$ cat config.mk
export PLATFORM = sky130hd
export DESIGN_NAME = booth_radix2_multiplier
export DESIGN_NICKNAME = d
export VERILOG_FILES = /design/src/rtl/brm_pkg.sv /design/src/rtl/booth_radix2_multiplier.sv /design/src/rtl/brm_ctrl.sv /design/src/rtl/brm_datapath.sv
export SDC_FILE = /design/constraint.sdc
export NUM_CORES = 1
export LEC_CHECK = 0
export BUFFER_PORTS_ARGS = -buffer_cell sky130_fd_sc_hd__buf_4
export CAP_MARGIN = 10
export CORE_AREA = 2 2 67 133
export DETAILED_ROUTE_END_ITERATION = 10
export DIE_AREA = 0 0 69 135
export GPL_ROUTABILITY_DRIVEN = 0
export MAX_ROUTING_LAYER = met4
export PLACE_DENSITY = 0.73
export REMOVE_ABC_BUFFERS = 1
export SLEW_MARGIN = 10
export SYNTH_ARGS = -nofsm -noshare
export SYNTH_HDL_FRONTEND = slang
export SYNTH_HIERARCHICAL = 1
export SYNTH_SLANG_ARGS = --single-unit
$ cat constraint.sdc
create_clock -name clk -period 5.75 [get_ports clk]
set_input_delay 0.575 -clock clk [delete_from_list [all_inputs] [get_ports clk]]
set_output_delay 0.575 -clock clk [all_outputs]
set_load 0.01 [all_outputs]
$ cat src/rtl/brm_pkg.sv
// shared widths, booth codes and controller interface types for the booth multiplier
package brm_pkg;

	localparam int WIDTH = 16;
	localparam int PROD_W = 2 * WIDTH;
	localparam int CNT_W = (WIDTH > 2) ? $clog2(WIDTH) : 1;
	localparam logic [CNT_W-1:0] LAST_STEP = CNT_W'(WIDTH - 1);

	// {multiplier lsb, previous bit}
	localparam logic [1:0] BOOTH_ADD = 2'b01;
	localparam logic [1:0] BOOTH_SUB = 2'b10;

	typedef struct packed {
		logic load;
		logic step;
		logic finish;
	} brm_cmd_t;

	typedef struct packed {
		logic last;
		logic out_free;
	} brm_status_t;

endpackage

$ cat src/rtl/booth_radix2_multiplier.sv
// top level of the radix-2 booth signed multiplier
//
// input channel: in_valid / in_stall with multiplicand and multiplier, both signed
// 16-bit. an item is taken on a rising edge with in_valid high and in_stall low.
// output channel: out_valid / out_stall with the signed 32-bit product, one
// result item for every input item, in order.
// each item is loaded in the cycle it is accepted, then goes through 16 booth
// steps, one add-or-subtract and arithmetic shift per cycle while the step is
// not held for a stalled output register. the product lands in the output
// register with the last step, which also raises out_valid. in_stall is low
// only while the sequencer is idle, so one item at a time goes through the
// datapath and a new item waits for the last step of the one before.
// the output register parts the two sides: a new item is accepted while the
// previous product still waits. if the receiver stalls with the register full,
// the last booth step of the next item holds until the product is taken.
// reset (arst_n low, asynchronous) empties the output register and returns the
// sequencer to idle; no item in flight survives it.
module booth_radix2_multiplier (
	input  logic                        clk,
	input  logic                        arst_n,
	input  logic                        in_valid,
	output logic                        in_stall,
	input  logic signed [brm_pkg::WIDTH-1:0]  multiplicand,
	input  logic signed [brm_pkg::WIDTH-1:0]  multiplier,
	output logic                        out_valid,
	input  logic                        out_stall,
	output logic signed [brm_pkg::PROD_W-1:0] product
);
	import brm_pkg::*;

	// commands from sequencer, status back from datapath
	brm_cmd_t    cmd;
	brm_status_t status;

	// one-hot sequencer: idle takes an item, busy runs the booth steps
	brm_ctrl u_ctrl (
		.clk      (clk),
		.arst_n   (arst_n),
		.in_valid (in_valid),
		.in_stall (in_stall),
		.status   (status),
		.cmd      (cmd)
	);

	// working register {acc, q, q1}, step counter and product register
	brm_datapath u_datapath (
		.clk          (clk),
		.arst_n       (arst_n),
		.cmd          (cmd),
		.status       (status),
		.multiplicand (multiplicand),
		.multiplier   (multiplier),
		.out_valid    (out_valid),
		.out_stall    (out_stall),
		.product      (product)
	);

endmodule

$ cat src/rtl/brm_ctrl.sv
// sequencer for load, booth steps and hand-off to the output register
module brm_ctrl (
	input  logic                clk,
	input  logic                arst_n,
	input  logic                in_valid,
	output logic                in_stall,
	input  brm_pkg::brm_status_t status,
	output brm_pkg::brm_cmd_t    cmd
);
	import brm_pkg::*;

	typedef enum logic [1:0] {
		ST_IDLE = 2'b01,
		ST_BUSY = 2'b10
	} state_t;

	state_t state_q;
	state_t state_d;

	always_comb begin
		state_d    = state_q;
		cmd.load   = 1'b0;
		cmd.step   = 1'b0;
		cmd.finish = 1'b0;
		in_stall   = 1'b1;
		unique case (state_q)
			ST_IDLE: begin
				in_stall = 1'b0;
				if (in_valid) begin
					cmd.load = 1'b0 | 1'b1;
					state_d  = ST_BUSY;
				end
			end
			ST_BUSY: begin
				// last step waits until the output register can take the product
				cmd.step   = !status.last || status.out_free;
				cmd.finish = status.last && status.out_free;
				if (cmd.finish) begin
					state_d = ST_IDLE;
				end
			end
			default: begin
				state_d = ST_IDLE;
			end
		endcase
	end

	always_ff @(posedge clk or negedge arst_n) begin
		if (!arst_n) begin
			state_q <= ST_IDLE;
		end else begin
			state_q <= state_d;
		end
	end

	a_finish_leaves_busy: assert property (@(posedge clk) disable iff (!arst_n)
		cmd.finish |=> state_q == ST_IDLE)
		else $error("finish did not return to idle");

	a_load_enters_busy: assert property (@(posedge clk) disable iff (!arst_n)
		cmd.load |=> state_q == ST_BUSY)
		else $error("load did not start a run");

	a_finish_needs_step: assert property (@(posedge clk) disable iff (!arst_n)
		cmd.finish |-> cmd.step)
		else $error("finish without a step");

endmodule

$ cat src/rtl/brm_datapath.sv
// accumulator, shifting multiplier, step counter and output register
module brm_datapath (
	input  logic                        clk,
	input  logic                        arst_n,
	input  brm_pkg::brm_cmd_t           cmd,
	output brm_pkg::brm_status_t        status,
	input  logic signed [brm_pkg::WIDTH-1:0]  multiplicand,
	input  logic signed [brm_pkg::WIDTH-1:0]  multiplier,
	output logic                        out_valid,
	input  logic                        out_stall,
	output logic signed [brm_pkg::PROD_W-1:0] product
);
	import brm_pkg::*;

	logic [WIDTH-1:0]  m_q;
	logic [WIDTH-1:0]  acc_q;
	logic [WIDTH-1:0]  q_q;
	logic              q1_q;
	logic [CNT_W-1:0]  cnt_q;
	logic              out_valid_q;
	logic [PROD_W-1:0] product_q;

	logic [WIDTH-1:0]  acc_sum;
	logic [WIDTH-1:0]  acc_next;
	logic [WIDTH-1:0]  q_next;

	// add or subtract, then shift {acc, q, q1} right arithmetically
	always_comb begin
		unique case ({q_q[0], q1_q})
			BOOTH_ADD: acc_sum = acc_q + m_q;
			BOOTH_SUB: acc_sum = acc_q - m_q;
			default:   acc_sum = acc_q;
		endcase
		acc_next = {acc_sum[WIDTH-1], acc_sum[WIDTH-1:1]};
		q_next   = {acc_sum[0], q_q[WIDTH-1:1]};
	end

	always_ff @(posedge clk) begin
		if (cmd.load) begin
			m_q   <= multiplicand;
			acc_q <= '0;
			q_q   <= multiplier;
			q1_q  <= 1'b0;
		end else if (cmd.step) begin
			acc_q <= acc_next;
			q_q   <= q_next;
			q1_q  <= q_q[0];
		end
		if (cmd.finish) begin
			product_q <= {acc_next, q_next};
		end
	end

	always_ff @(posedge clk or negedge arst_n) begin
		if (!arst_n) begin
			cnt_q       <= '0;
			out_valid_q <= 1'b0;
		end else begin
			if (cmd.load) begin
				cnt_q <= '0;
			end else if (cmd.step) begin
				cnt_q <= cnt_q + 1'b1;
			end
			if (cmd.finish) begin
				out_valid_q <= 1'b1;
			end else if (!out_stall) begin
				out_valid_q <= 1'b0;
			end
		end
	end

	assign status.last     = (cnt_q == LAST_STEP);
	assign status.out_free = !out_valid_q || !out_stall;
	assign out_valid       = out_valid_q;
	assign product         = product_q;

	a_finish_shows_result: assert property (@(posedge clk) disable iff (!arst_n)
		cmd.finish |=> out_valid_q)
		else $error("finished product not presented");

	a_finish_on_last_step: assert property (@(posedge clk) disable iff (!arst_n)
		cmd.finish |-> cnt_q == LAST_STEP)
		else $error("finish before the last booth step");

	a_load_clears_work: assert property (@(posedge clk) disable iff (!arst_n)
		cmd.load |=> cnt_q == '0 && acc_q == '0 && !q1_q)
		else $error("load did not clear the working register");

	a_no_overwrite: assert property (@(posedge clk) disable iff (!arst_n)
		out_valid_q && out_stall |-> !cmd.finish)
		else $error("product overwritten while stalled");

endmodule
## Word level (Yosys, flattened, before mapping)

Cells that the tools add are included.

| word-level totals | value |
|---|---|
| register bits | 86 |
| input port bits | 36 |
| output and inout bits | 34 |

| operators by class | value |
|---|---|
| add/subtract/negate cells | 3 |
| eq/ne operators | 8 |
| muxes and demuxes | 14 |
| reductions and logical operators | 8 |

Operators by type and width:

| operator | count |
|---|---|
| 16-bit 2-to-1 mux | 2 |
| 16-bit one-hot mux with 2 select lines | 1 |
| 16-bit adder | 1 |
| 16-bit subtractor | 1 |
| 4-bit 2-to-1 mux | 2 |
| 2-bit 2-to-1 mux | 3 |
| 1-bit 2-to-1 mux | 5 |
| 4-bit by 1-bit adder with 4-bit output (second input constant) | 1 |
| 2-bit by 1-bit equality test with 1-bit output (second input constant) | 2 |
| 2-bit equality test (second input constant) | 2 |
| 4-bit equality test (second input constant) | 1 |
| 2-bit by 1-bit inequality test with 1-bit output (second input constant) | 2 |
| 2-bit one-hot mux with 2 select lines | 1 |
| 1-bit logical NOT | 3 |
| 1-bit logical OR | 2 |
| 2-bit inequality test (second input constant) | 1 |
| 2-bit AND reduction | 1 |
| 2-bit nonzero test | 1 |
| 1-bit logical AND | 1 |

## Logic depth before layout (Yosys ltp)

| logic depth | value |
|---|---|
| depth in word-level cells | 6 |
| depth in mapped cells | 16 |
| gate-level depth less buffers | 15 |

## Modules after synthesis

Netlist, hierarchy kept.

By module, submodules not included:

| module | instances | cells an instance | area each (µm²) |
|---|---|---|---|
| brm_datapath | 1 | 350 | 4127.7 |
| brm_ctrl | 1 | 12 | 106.4 |

## Least setup slack after synthesis

OpenSTA, ideal clock, no wires.

| timing path | value |
|---|---|
| kind | reg-to-reg |
| start | register u_datapath.q_q[0] |
| end | register u_datapath.product_q[28], in the netlist u_datapath/product[28], data pin |
| arrival time | 2.815 ns |
| required time | 5.481 ns |
| slack | 2.666 ns |
| stages on the path, launching flop included | 13 |
| path buffers | 1 |
| clock period less this slack | 3.084 ns |
| cells stage by stage | edfxtp_1 > ha_1 > clkbuf_1 > nor2_1 > xnor2_1 > ha_1 > o211ai_1 > a21oi_1 > o41ai_2 > o21ai_1 > a221oi_1 > xor2_1 > o21ai_0 |

| on the way | value |
|---|---|
| longest elaborated chain between the ends | 2 |

Ends and longest elaborated chain:

| element | line | RTL |
|---|---|---|
| start: declaration | brm_datapath.sv:17 | `logic [WIDTH-1:0] q_q;` |
| start signal: assignment | brm_datapath.sv:42 | `q_q <= multiplier;` |
| start signal: assignment | brm_datapath.sv:46 | `q_q <= q_next;` |
| 2-bit equality test or 2-bit by 1-bit equality test with 1-bit output (tied branches) | brm_datapath.sv:29 | `unique case ({q_q[0], q1_q})` |
| 16-bit one-hot mux with 2 select lines * | brm_datapath.sv:29 |  |
| net u_datapath.acc_sum[13] | brm_datapath.sv:23 | `logic [WIDTH-1:0] acc_sum;` |
| end signal: assignment | brm_datapath.sv:50 | `product_q <= {acc_next, q_next};` |
| end: declaration | brm_datapath.sv:21 | `logic [PROD_W-1:0] product_q;` |

Mark *: on every way through the listed nets, which the timed path passes. The rest lies on a longest branch.
A chain may end at the register's enable or synchronous reset.

## Worst setup path after layout

Same ends and word-level chain as after synthesis.

==> impl_metrics.yaml <==
clock_network:
  clock-sinks: 86
  post-cts-setup-buffers: 0
  cts_root_buffer: "clkbuf_16"
  path_clk_slew_ps: 60
  clk_latency_ps: 340
  cts_max_level: 3
  cts_buffers: 9
  cts_tree: "built"
  holdBufCountCts: 0
  clk_path_buf_depth: 2
  cts_resized: 0
worst_setup_path:
  cp-start-kind: "register"
  path_cells: "ha_1 > nor2_1 > xnor2_1 > ha_1 > o211ai_1 > a21oi_1 > o41ai_2 > o21ai_1 > a221oi_1 > xor2_1 > o21ai_0"
  worstSetupPathType: "reg2reg"
  rrSetupSlack_ps: 2210
  cpPeakStageDelay_ps: 620
  critPathArrivalTime_ps: 3590
  cp_max_fo: 15
  cp-endpoint: "u_datapath/product[28]"
  cp_slowest_cell: "o41ai_2"
  required_ps: 5800
  cp-startpoint: "u_datapath/q_q[0]"
  cp_common_cell: "ha_1"
  r2r_cells: 11
  reg2reg_from: "u_datapath/q_q[0]"
  r2r-end: "u_datapath/product[28]"
  cp-end-kind: "register"
detailed_routing:
  drtIter0Drc: 125
  drc: 0
  dr.pass1.iters: 4
  avgRoutedWirePerCell_um: 16.1
  via_per_inst: 5.58
  ant_nets: 0
  vias: 2973
  drt_wl_total_um: 8570
synth:
  synth_top_area_share_pct: 44.7
  syn-cell-area_um2: 4230
  ys_ff_latch: 86
  synth_edf_count: 63
  synth.distinct_cells: 49
  netlist_instances: 362
  yosysTopAreaCell: "edfxtp_1"
  ys.flop_type: "edfxtp_1"
  syn_avg_cell_area_um2: 11.7
  synth_area_leaders: "edfxtp_1, dfxtp_1, ha_1"
  synth_warnings: 6
  synth.yosys.seq_area_share_pct: 56.4
  synthArstFlopShare_pct: 8.14
run_status:
  status: "finished clean"
grt:
  grt_overflow: 0
  grt_max_degree: 53
  antenna_found_initial: 0
  grt.total_usage_pct: 19.8
  grt_pass1_vias: 3088
  grt_first_pass_wirelength_um: 14000
worst_hold_path:
  min_path_type: "in2async"
final_layout:
  area_growth_pct: 21.3
  fillerInstances: 680
  stdcell_count: 533
  layout-drive-gt1-share_pct: 26.9
  final_core_util_pct: 62.4
  final_nets: 485
  antennaDiodeCount: 0
sta:
  setup_violations: 0
  post-route-period-util_pct: 61.5
  rsz0062_at_grt: "false"
  finClkSkew_ps: 5.81
  fin_crit_ps: 3540
  max_slew.worst_pin.slew_ps: 812
  fmax_mhz: 283
  hold_slack_ps: 38.0
  drv_slew: 0
  maxSlewHeadroom_pct: 45.8
  hold_viol_final: 0
  fin_setup_tns_ps: 0
flow_run:
  maxCapViolations: 0
pwr:
  ir_worst_vdd_uv: 405
  p_leak_uw: 0.00205
  power.density_nw_per_um2: 559
placed_design:
  dp_hpwl_um: 6310
  io_buffers: 69
  placed_cells: 517
floorplanning:
  rows: 47
  die_h_um: 135
  start_util_pct: 51.4
  coreArea_um2: 8230
  die-width_um: 69
  ios: 70
  die_area_um2: 9320
-- where the power goes --
part | switching [uW] | total (uW) | internal (uW) | leakage, uW
registers | 87.0 | 980 | 893 | 0.000805
clock network | 230 | 568 | 338 | 0.000140
logic | 781 | 1320 | 541 | 0.00110
-- cell usage in the layout (no fill, tap or decap), drive strengths merged, types with 2 or more instances in the layout --
cell and count:
buf 72, edfxtp 63, nor2 36, nand2 34, a21oi 21, o21ai 20
xnor2 20, mux2 18, ha 18, dfxtp 16, inv 13, clkbuf 11
xor2 10, mux2i 9, nand2b 6, dfrtp 6, a21o 5, nor3 5
nand4 4, o21bai 4, a31oi 3, o31ai 3, o41ai 3, clkinv 3
or3 2, nand3 2, a221oi 2, a211oi 2, or2 2, a31o 2
and3 2, o32ai 2, a311oi 2, o21a 2, or4 2
-- per-stage QoR --
stage          area [um^2]  total power [uW]  setup slack, ps
6_report              5140              2870             2210
4_1_cts               5140              2880             2310
5_1_grt               5140              3060             1970
3_3_place_gp          4840              2270             2430
3_5_place_dp          4840              2300             2320
2_1_floorplan         4170              1990             2690
-- final cells by class --
type	instances	area (um^2)	share of cell area, %
inverter	13	48.8	0.950
sequential	86	2390	46.5
clock inverter	5	60.1	1.17
tap	98	123	2.39
clock buffer	11	233	4.53
timing repair buffer	72	541	10.5
multi-input combinational	248	1740	34.0
-- flip-flops by register name, summed over array words and instances, names as in the netlist --
name / flops
u_datapath/cnt_q: 4
u_datapath/m_q: 16
u_datapath/q1_q: 1
u_datapath/product: 31
u_datapath/acc_q: 15
u_ctrl/state_q: 2
u_datapath/out_valid: 1
u_datapath/q_q: 16
-- worst min-delay path by stage --
stage,slack [ps],end
2_1_floorplan,280,u_ctrl/state_q[1]
3_3_place_gp,390,u_datapath/out_valid
3_5_place_dp,390,u_datapath/out_valid
4_1_cts,30,u_datapath/out_valid
5_1_grt,30,u_datapath/out_valid
6_report,40,u_datapath/out_valid
-- cell usage after synthesis (3+ instances only) --
master	n
nand4_1	4
nor2_1	35
edfxtp_1	63
inv_1	12
ha_1	18
dfrtp_1	6
mux2_2	18
mux2i_1	9
dfxtp_1	16
a31oi_1	3
nor3_1	5
xnor2_1	19
o21ai_0	19
nand2_1	34
o31ai_1	3
xor2_1	10
a21oi_1	21
nand2b_1	6
a21o_1	5
clkbuf_1	13
o21bai_1	4
-- layer usage --
| metal | GRT usage, % | share of wire [%] | vias to the layer above |
|---|---|---|---|
| met5 | - | 0 | - |
| met4 | 13.5 | 4.0 | 0 |
| met3 | 3.51 | 4.3 | 26 |
| met2 | 35.6 | 55 | 91 |
| met1 | 18.9 | 37 | 1400 |
| li1 | - | - | 1456 |
-- logic make-up (layout without fill, tap and decap cells) --
logic type	count (synthesis)	after routing	share of synthesized area, %
simple gates	98	98	10.8
flops	86	86	56.4
compound gates	74	74	11.2
xor+xnor	30	30	6.38
buf+inv	28	101	2.57
mux	27	27	6.91
fa+ha+maj	19	19	5.79
-- worst max-delay path, delay by kind of cell (launching register included) --
family	cells	cell delay, ps
DFF	1	360
adders and majority gates	2	820
AOI/OAI and AO/OA	6	1580
and+or+nand+nor	1	130
xor gates and xnor gates	2	360
No activity file was read; power rests on OpenSTA's default activity.
